<file path="config.mk">
export PLATFORM = sky130hd
export DESIGN_NAME = multi_channel_soft_timer_bank
export DESIGN_NICKNAME = d
export VERILOG_FILES = /design/src/design/mcstb_pkg.sv /design/src/design/mcstb_ctrl.sv /design/src/design/mcstb_dp.sv /design/src/design/multi_channel_soft_timer_bank.sv
export SDC_FILE = /design/constraint.sdc
export NUM_CORES = 1
export LEC_CHECK = 0
export BUFFER_PORTS_ARGS = -buffer_cell sky130_fd_sc_hd__buf_2
export CAP_MARGIN = 20
export CORE_ASPECT_RATIO = 1.2
export CORE_MARGIN = 8
export CORE_UTILIZATION = 34
export DETAILED_ROUTE_END_ITERATION = 10
export PLACE_DENSITY_LB_ADDON = 0.3
export SETUP_SLACK_MARGIN = 0.4
export SLEW_MARGIN = 15
export SYNTH_ARGS = -nofsm -noshare
export SYNTH_HDL_FRONTEND = slang
export SYNTH_HIERARCHICAL = 1
export SYNTH_SLANG_ARGS = --single-unit
</file>
<file path="constraint.sdc">
create_clock -name clk -period 12.8 [get_ports clk]
set_input_delay 0.64 -clock clk [delete_from_list [all_inputs] [get_ports clk]]
set_output_delay 0.64 -clock clk [all_outputs]
set_load 0.005 [all_outputs]
</file>
<file path="src/design/mcstb_pkg.sv">
// shared constants, command and status codes, and control types for the timer bank
// depends on nothing; used by mcstb_ctrl, mcstb_dp and multi_channel_soft_timer_bank
package mcstb_pkg;

  // bank geometry
  localparam int SLOT_COUNT = 8;
  localparam int TIME_WIDTH = 32;
  localparam int IDX_W      = (SLOT_COUNT > 1) ? $clog2(SLOT_COUNT) : 1;
  localparam logic [IDX_W-1:0] LAST_IDX = IDX_W'(SLOT_COUNT - 1);

  // request opcodes
  localparam logic [3:0] CMD_TICK      = 4'd0;
  localparam logic [3:0] CMD_REGISTER  = 4'd1;
  localparam logic [3:0] CMD_START     = 4'd2;
  localparam logic [3:0] CMD_STOP      = 4'd3;
  localparam logic [3:0] CMD_SET_IVAL  = 4'd4;
  localparam logic [3:0] CMD_UNREG     = 4'd5;
  localparam logic [3:0] CMD_UNREG_ALL = 4'd6;
  localparam logic [3:0] CMD_PROCESS   = 4'd7;
  localparam logic [3:0] CMD_QUERY     = 4'd8;

  // result status codes
  localparam logic [1:0] ST_OK      = 2'd0;
  localparam logic [1:0] ST_NO_FREE = 2'd1;
  localparam logic [1:0] ST_BAD_ID  = 2'd2;
  localparam logic [1:0] ST_NONE    = 2'd3;

  // controller to datapath commands
  typedef struct packed {
    logic load;   // latch the accepted request, seed the scan index
    logic step;   // examine the slot under the scan index
    logic exec;   // apply the request and write the result register
  } mcstb_cmd_t;

  // datapath to controller status
  typedef struct packed {
    logic new_process;  // request at the input is a process
    logic hit;          // slot under the scan index has expired
    logic out_busy;     // result register holds an untaken result
  } mcstb_stat_t;

endpackage

</file>
<file path="src/design/mcstb_ctrl.sv">
// controller for the timer bank: accepts requests, sequences the slot scan
// and the final update step; depends on mcstb_pkg
module mcstb_ctrl
  import mcstb_pkg::*;
(
  input  logic        clk,
  input  logic        rst_n,
  input  logic        in_tvalid,
  output logic        in_tready,
  input  mcstb_stat_t stat,
  output mcstb_cmd_t  cmd
);

  localparam logic [1:0] S_IDLE = 2'd0;
  localparam logic [1:0] S_SCAN = 2'd1;
  localparam logic [1:0] S_EXEC = 2'd2;

  logic [1:0]       state_r, state_nxt;
  logic [IDX_W-1:0] count_r, count_nxt;

  assign in_tready = (state_r == S_IDLE);

  // next state and commands
  always_comb begin
    state_nxt = state_r;
    count_nxt = count_r;
    cmd       = '0;
    unique case (state_r)
      S_IDLE: begin
        if (in_tvalid) begin
          cmd.load  = 1'b1;
          count_nxt = '0;
          state_nxt = stat.new_process ? S_SCAN : S_EXEC;
        end
      end
      S_SCAN: begin
        cmd.step = 1'b1;
        if (stat.hit || count_r == LAST_IDX) begin
          state_nxt = S_EXEC;
        end else begin
          count_nxt = count_r + 1'b1;
        end
      end
      S_EXEC: begin
        if (!stat.out_busy) begin
          cmd.exec  = 1'b1;
          state_nxt = S_IDLE;
        end
      end
      default: begin
        state_nxt = S_IDLE;
      end
    endcase
  end

  // state registers
  always_ff @(posedge clk) begin
    if (!rst_n) begin
      state_r <= S_IDLE;
      count_r <= '0;
    end else begin
      state_r <= state_nxt;
      count_r <= count_nxt;
    end
  end

endmodule

</file>
<file path="src/design/mcstb_dp.sv">
// datapath for the timer bank: slot table, tick counter, scan pointer,
// expiry check and the result register; depends on mcstb_pkg
module mcstb_dp
  import mcstb_pkg::*;
(
  input  logic        clk,
  input  logic        rst_n,
  input  mcstb_cmd_t  cmd,
  output mcstb_stat_t stat,
  input  logic [39:0] in_tdata,
  input  logic [4:0]  in_tuser,
  output logic        out_tvalid,
  input  logic        out_tready,
  output logic [39:0] out_tdata,
  output logic [1:0]  out_tuser
);

  // latched request
  logic [3:0]            cmd_r;
  logic [3:0]            id_r;
  logic [TIME_WIDTH-1:0] ival_r;
  logic                  os_r;

  // scan state
  logic [IDX_W-1:0] cur_idx_r;
  logic             hit_r;
  logic [IDX_W-1:0] ptr_r;

  // slot table and time
  logic [SLOT_COUNT-1:0] slot_reg_r;
  logic [SLOT_COUNT-1:0] slot_act_r;
  logic [SLOT_COUNT-1:0] slot_os_r;
  logic [TIME_WIDTH-1:0] slot_ival_r  [SLOT_COUNT];
  logic [TIME_WIDTH-1:0] slot_start_r [SLOT_COUNT];
  logic [TIME_WIDTH-1:0] now_r;

  // result register
  logic        out_valid_r;
  logic [1:0]  out_status_r, out_status_nxt;
  logic [3:0]  out_slot_r, out_slot_nxt;
  logic        out_fired_r, out_fired_nxt;
  logic        out_run_r, out_run_nxt;
  logic        out_isv_r, out_isv_nxt;
  logic [31:0] out_rb_r, out_rb_nxt;

  logic [IDX_W-1:0]      rd_idx;
  logic [IDX_W-1:0]      id_idx;
  logic [TIME_WIDTH-1:0] elapsed;
  logic                  expired;
  logic                  id_ok;
  logic [IDX_W-1:0]      free_idx;
  logic                  free_any;
  logic [IDX_W-1:0]      next_idx;

  assign id_idx = id_r[IDX_W-1:0];
  assign id_ok  = {1'b0, id_r} < 5'(SLOT_COUNT);

  // one table read port: scan index during process, request id otherwise
  assign rd_idx  = (cmd_r == CMD_PROCESS) ? cur_idx_r : id_idx;
  assign elapsed = now_r - slot_start_r[rd_idx];
  assign expired = slot_reg_r[rd_idx] && slot_act_r[rd_idx]
                   && (elapsed >= slot_ival_r[rd_idx]);

  assign next_idx = (cur_idx_r == LAST_IDX) ? '0 : cur_idx_r + 1'b1;

  // lowest free slot
  always_comb begin
    free_idx = '0;
    free_any = 1'b0;
    for (int i = SLOT_COUNT - 1; i >= 0; i--) begin
      if (!slot_reg_r[i]) begin
        free_idx = IDX_W'(i);
        free_any = 1'b1;
      end
    end
  end

  assign stat.new_process = (in_tuser[3:0] == CMD_PROCESS);
  assign stat.hit         = expired;
  assign stat.out_busy    = out_valid_r && !out_tready;

  // request latch and scan index
  always_ff @(posedge clk) begin
    if (cmd.load) begin
      cmd_r  <= in_tuser[3:0];
      os_r   <= in_tuser[4];
      id_r   <= in_tdata[3:0];
      ival_r <= TIME_WIDTH'(in_tdata[35:4]);
    end
  end

  always_ff @(posedge clk) begin
    if (!rst_n) begin
      cur_idx_r <= '0;
      hit_r     <= 1'b0;
    end else if (cmd.load) begin
      cur_idx_r <= ptr_r;
      hit_r     <= 1'b0;
    end else if (cmd.step) begin
      if (expired) begin
        hit_r <= 1'b1;
      end else begin
        cur_idx_r <= next_idx;
      end
    end
  end

  // table, time and scan pointer updates
  always_ff @(posedge clk) begin
    if (!rst_n) begin
      slot_reg_r <= '0;
      slot_act_r <= '0;
      slot_os_r  <= '0;
      for (int i = 0; i < SLOT_COUNT; i++) begin
        slot_ival_r[i]  <= '0;
        slot_start_r[i] <= '0;
      end
      now_r <= '0;
      ptr_r <= '0;
    end else if (cmd.exec) begin
      case (cmd_r)
        CMD_TICK: begin
          now_r <= now_r + 1'b1;
        end
        CMD_REGISTER: begin
          if (free_any) begin
            slot_reg_r[free_idx]   <= 1'b1;
            slot_os_r[free_idx]    <= os_r;
            slot_act_r[free_idx]   <= os_r;
            slot_ival_r[free_idx]  <= ival_r;
            slot_start_r[free_idx] <= now_r;
          end
        end
        CMD_START: begin
          if (id_ok) begin
            slot_act_r[id_idx]   <= 1'b1;
            slot_start_r[id_idx] <= now_r;
          end
        end
        CMD_STOP: begin
          if (id_ok) begin
            slot_act_r[id_idx] <= 1'b0;
          end
        end
        CMD_SET_IVAL: begin
          if (id_ok) begin
            slot_ival_r[id_idx] <= ival_r;
          end
        end
        CMD_UNREG: begin
          if (id_ok) begin
            slot_reg_r[id_idx]   <= 1'b0;
            slot_act_r[id_idx]   <= 1'b0;
            slot_os_r[id_idx]    <= 1'b0;
            slot_ival_r[id_idx]  <= '0;
            slot_start_r[id_idx] <= '0;
          end
        end
        CMD_UNREG_ALL: begin
          slot_reg_r <= '0;
          slot_act_r <= '0;
          slot_os_r  <= '0;
          for (int i = 0; i < SLOT_COUNT; i++) begin
            slot_ival_r[i]  <= '0;
            slot_start_r[i] <= '0;
          end
        end
        CMD_PROCESS: begin
          if (hit_r) begin
            slot_start_r[cur_idx_r] <= now_r;
            if (slot_os_r[cur_idx_r]) begin
              slot_reg_r[cur_idx_r] <= 1'b0;
              slot_act_r[cur_idx_r] <= 1'b0;
            end
            ptr_r <= next_idx;
          end
        end
        default: begin
        end
      endcase
    end
  end

  // result register
  always_ff @(posedge clk) begin
    if (!rst_n) begin
      out_valid_r <= 1'b0;
    end else if (cmd.exec) begin
      out_valid_r <= 1'b1;
    end else if (out_tready) begin
      out_valid_r <= 1'b0;
    end
  end

  // result fields for the request being applied
  always_comb begin
    out_status_nxt = ST_OK;
    out_slot_nxt   = '0;
    out_fired_nxt  = 1'b0;
    out_run_nxt    = 1'b0;
    out_isv_nxt    = 1'b0;
    out_rb_nxt     = '0;
    case (cmd_r)
      CMD_REGISTER: begin
        if (free_any) begin
          out_slot_nxt = 4'(free_idx);
        end else begin
          out_status_nxt = ST_NO_FREE;
        end
      end
      CMD_START, CMD_STOP, CMD_SET_IVAL, CMD_UNREG: begin
        if (!id_ok) begin
          out_status_nxt = ST_BAD_ID;
        end
      end
      CMD_QUERY: begin
        if (!id_ok) begin
          out_status_nxt = ST_BAD_ID;
        end else begin
          out_isv_nxt = slot_reg_r[id_idx];
          out_run_nxt = slot_reg_r[id_idx] && slot_act_r[id_idx];
          out_rb_nxt  = 32'(slot_ival_r[id_idx]);
        end
      end
      CMD_PROCESS: begin
        if (hit_r) begin
          out_slot_nxt  = 4'(cur_idx_r);
          out_fired_nxt = 1'b1;
        end else begin
          out_status_nxt = ST_NONE;
        end
      end
      default: begin
      end
    endcase
  end

  always_ff @(posedge clk) begin
    if (cmd.exec) begin
      out_status_r <= out_status_nxt;
      out_slot_r   <= out_slot_nxt;
      out_fired_r  <= out_fired_nxt;
      out_run_r    <= out_run_nxt;
      out_isv_r    <= out_isv_nxt;
      out_rb_r     <= out_rb_nxt;
    end
  end

  assign out_tvalid = out_valid_r;
  assign out_tuser  = out_status_r;
  assign out_tdata  = {1'b0, out_rb_r, out_isv_r, out_run_r, out_fired_r, out_slot_r};

endmodule

</file>
<file path="src/design/multi_channel_soft_timer_bank.sv">
// A request is accepted in the idle state and its result is registered by the exec step, which
// waits while the result register holds an untaken result; a process request first scans the
// slots one slot per cycle (1 to SLOT_COUNT slots examined), stopping at the first expired one.
// A new request is taken while a result waits; the request after that stalls until the waiting
// result is taken.
// Reset (rst_n low, synchronous) frees all slots, clears the tick count and scan pointer.
module multi_channel_soft_timer_bank
  import mcstb_pkg::*;
(
  input  logic        clk,
  input  logic        rst_n,
  input  logic        in_tvalid,
  output logic        in_tready,
  input  logic [39:0] in_tdata,   // timer_id[3:0], interval_ticks[35:4], zero fill
  input  logic [4:0]  in_tuser,   // cmd[3:0], one_shot[4]
  output logic        out_tvalid,
  input  logic        out_tready,
  output logic [39:0] out_tdata,  // slot_id[3:0], fired[4], is_running[5], is_valid[6],
                                  // interval_readback[38:7], zero fill
  output logic [1:0]  out_tuser   // status[1:0]
);

  mcstb_cmd_t  cmd;
  mcstb_stat_t stat;

  // request sequencing
  mcstb_ctrl u_ctrl (
    .clk       (clk),
    .rst_n     (rst_n),
    .in_tvalid (in_tvalid),
    .in_tready (in_tready),
    .stat      (stat),
    .cmd       (cmd)
  );

  // slot table and result
  mcstb_dp u_dp (
    .clk        (clk),
    .rst_n      (rst_n),
    .cmd        (cmd),
    .stat       (stat),
    .in_tdata   (in_tdata),
    .in_tuser   (in_tuser),
    .out_tvalid (out_tvalid),
    .out_tready (out_tready),
    .out_tdata  (out_tdata),
    .out_tuser  (out_tuser)
  );

endmodule

</file>
==> qor.csv <==
metric;value;unit
status;completed;
Synth Area in Adders;0.0270;
Critical Setup Path Class;register to register;
Seq cells post-synth;662;
CTS tree;built;
Setup crit end kind;register;
DRT iter0 DRCs;2240;
Final TNS setup;0;ns
Avg WL per Cell;24.8;um
CP Buf/Inv Count;2;
share of power burned in registers;0.503;
sw frac;0.245;
post-synthesis mux area share;0.116;
Max clock buf depth;3;
Hold EP;u_dp/ival_r[14];
Final Max Slew Viols;0;
simple-gate portion of the synthesized area;0.130;
hold depth;1;
Async SR Flop Fraction;0;
Max stage delay on crit path;0.94;ns
Post-DRT Antenna Nets;0;
largest net degree at the start of global routing;70;
CORE AREA;94600;um2
clk slew on worst S/H paths;0.06;ns
Top delay family on crit path;compound AO/OA/AOI/OAI gates;
Req. time, crit path;13.28;ns
hold_ws;0.188;ns
antenna cells;0;
post-layout util;0.382;
CTS Sinks;662;
prevailing post-synth register cell;edfxtp_1;
Seq/Total Area, Yosys;0.594;
Pre-antenna DRT Iters;6;
share of layout cells above drive strength 1;0.156;
Post-synth EDFFs;593;
Period Utilization, post-route;0.691;
Die X-Extent;297;um
CTS buffer count;67;
HP Class;input pin to register;
Hold-fix buffers, CTS;0;
max frequency;113;MHz
worst skew pair latency;0.63;ns
clock network fraction of design power;0.390;
Synth Cell Area;32300;um2
die area;105000;um2
CP Launch Type;register;
leakage;0.0124;uW
count of input and output buffers;86;
synthesized instance count;2575;
combinational power share;0.107;
CTS Root Buffer Type;clkbuf_16;
Slew HR;0.207;
post-synth cell types;78;
final wirelength;97700;um
CP max stage cell;edfxtp_1;
Synth warnings;6;
pre-CTS setup slack;3.90;ns
largest family of logic cells by synthesized area;simple AND/OR/NAND/NOR gates;
power per cell area;136;nW/um2
num ports;93;
Synth Area in XOR/XNOR;0.0114;
setup slack, reg-to-reg;3.95;ns
Fin Clk Skew;0.0311;ns
Initial Utilization;0.341;
max cap viols;0;
initial antenna violation count;2;
number of global-route vias before repair;23000;
r2r worst-path depth;27;
vias per cell;5.66;
H-Tree Depth;3;
NetSw;1210;uW
VDD IR max;0.0000990;V
HP Start;in_tdata[18];
unrepaired setup endpoints after global routing;false;
row cnt;124;
compound-cell area share of the yosys netlist;0.0965;
vias;22300;
Setup Fix Bufs, Post-CTS;0;
min cycle time layout;8.85;ns
P&R area growth vs syn;12.1;%
Die Span Y;354;um
CTS resizes;0;
Tightest Pin Transition;1.19;ns
Worst Slack Setup Final;3.95;ns
worst r2r src;u_dp/cmd_r[1];
global-route wire length before repair;144000;um
P_int;3720;uW
CP max FO;25;
Synth Area per Inst;12.5;um2
dpl hpwl;57400;um
GRT Overall Usage;0.179;
endpoints failing setup;0;
final hold violation count;0;
Critical Path AT;9.33;ns
drt drc;0;
RD Place Congestion;0.840;
total congestion overflow;0;
net count of the finished layout;2747;
Crit Reg-Reg Endpoint;u_ctrl/count_r[1];
final cells by class:
class,count,area [um2]
fillers,9097,58400
multi-input cells,1733,12400
flip-flops and latches,662,19200
well taps,1260,1580
repair buffers,149,903
inverters,16,60.1
clock inverters,35,335
clock buffers,83,1760
per-layer routing:
| metal | track usage | vias to the layer above | wire (um) |
|---|---|---|---|
| met1 | 0.210 | 11200 | 36900 |
| met4 | 0.0818 | 0 | 4170 |
| met5 | 0 | - | 0 |
| met3 | 0.0277 | 248 | 6840 |
| met2 | 0.321 | 1072 | 49800 |
| li1 | - | 9805 | - |
registers in the layout, indices dropped and copies added (netlist names), named ones only:
register and count:
u_dp/out_isv_r 1, u_dp/out_fired_r 1, u_dp/out_rb_r 32, u_dp/out_run_r 1, u_dp/id_r 4, u_dp/cmd_r 4, u_dp/os_r 1, u_dp/hit_r 1
u_dp/cur_idx_r 3, u_dp/slot_start_r 256, u_dp/ptr_r 3, u_dp/out_tvalid 1, u_dp/out_tuser 2, u_ctrl/state_r 2, u_dp/slot_reg_r 8, u_dp/now_r 32
u_dp/out_slot_r 3, u_ctrl/count_r 3, u_dp/ival_r 32, u_dp/slot_ival_r 256
through the flow:
step | total power, uW | cells | instance area (um2)
final | 4930 | 3938 | 36200
after global routing | 5100 | 3938 | 36200
after CTS | 4980 | 3938 | 36200
after detailed placement | 3050 | 3820 | 34100
after global placement | 3040 | 3820 | 34100
after floorplan | 2870 | 2576 | 32300
power by group through the flow:
stage          clock network (uW)  logic [uW]  registers, uW
2_1_floorplan                   0         361           2500
3_3_place_gp                    0         519           2520
3_5_place_dp                    0         527           2530
4_1_cts                      1970         529           2480
5_1_grt                      2040         569           2490
6_report                     1920         527           2480
layout by cell type, fill, tap and decap left out, types with 8 or more instances in the layout:
cell	synthesis	layout
a41oi_1	12	12
nand3_1	30	30
clkinv_1	0	15
mux4_2	127	127
dfxtp_1	69	69
a22o_1	24	24
buf_2	45	86
and2_1	26	26
buf_4	15	63
a22oi_1	100	100
mux2_2	8	8
nand2b_1	13	13
a21oi_1	64	64
clkbuf_1	99	14
and3_1	15	13
a221oi_1	26	26
a21boi_0	19	19
a21boi_1	11	10
or3_1	16	16
clkbuf_16	0	67
mux2i_1	75	74
nand4_1	12	12
o21a_1	11	11
nand2_1	190	189
nor2_1	574	572
o21ai_0	51	51
nor3_1	18	16
a31oi_1	28	28
o221ai_1	9	9
o21ai_1	10	10
nor2b_1	25	25
a21o_1	22	22
xnor2_1	37	37
inv_1	16	16
ha_1	68	68
edfxtp_1	593	593
logic make-up after synthesis:
logic type / Yosys count
other: 1
and+or+nand+nor: 967
muxes: 213
adders and majority gates: 69
buffers and inverters: 181
AOI/OAI and AO/OA: 440
DFF: 662
xor gates and xnor gates: 42
worst max path at each step:
stage	startpoint	endpoint	slack (ns)	cells after the start
after detailed placement	u_dp/cmd_r[1]	u_ctrl/count_r[2]	3.90	27
after CTS	u_dp/cmd_r[1]	u_ctrl/count_r[2]	3.88	27
final	u_dp/cmd_r[1]	u_ctrl/count_r[1]	3.95	27
after floorplan	out_tready	u_dp/slot_start_r[4][0]	6.10	13
after global placement	u_dp/cmd_r[1]	u_ctrl/count_r[2]	3.92	27
after global routing	u_dp/cmd_r[1]	u_ctrl/count_r[2]	3.45	27
cell usage after synthesis, drive strengths merged, types with 4 or more instances:
| cell type | n | area, um2 |
|---|---|---|
| clkbuf | 99 | 372 |
| nor3 | 21 | 120 |
| mux4 | 128 | 2890 |
| mux2i | 76 | 773 |
| inv | 16 | 60.1 |
| o21ai | 62 | 314 |
| nand2 | 190 | 713 |
| o21bai | 4 | 30.0 |
| nor4 | 5 | 31.3 |
| o2111ai | 7 | 61.3 |
| dfxtp | 69 | 1380 |
| mux2 | 9 | 101 |
| nand4 | 14 | 118 |
| a211o | 4 | 35.0 |
| nor3b | 9 | 67.6 |
| o221a | 6 | 67.6 |
| o21a | 11 | 82.6 |
| xnor2 | 37 | 324 |
| or2 | 10 | 62.6 |
| a21o | 22 | 165 |
| a31oi | 28 | 175 |
| a211oi | 8 | 65.1 |
| nor2b | 25 | 156 |
| a21oi | 65 | 337 |
| nand2b | 13 | 81.3 |
| xor2 | 5 | 43.8 |
| nand3 | 31 | 160 |
| buf | 66 | 368 |
| o221ai | 9 | 78.8 |
| a41oi | 12 | 105 |
| a21boi | 30 | 225 |
| a22o | 24 | 210 |
| a221oi | 26 | 228 |
| edfxtp | 593 | 17800 |
| or3 | 16 | 100 |
| nor2 | 579 | 2190 |
| and3 | 15 | 93.8 |
| and2 | 27 | 169 |
| ha | 68 | 851 |
| a22oi | 100 | 751 |
No activity file was read; power rests on OpenSTA's default activity.
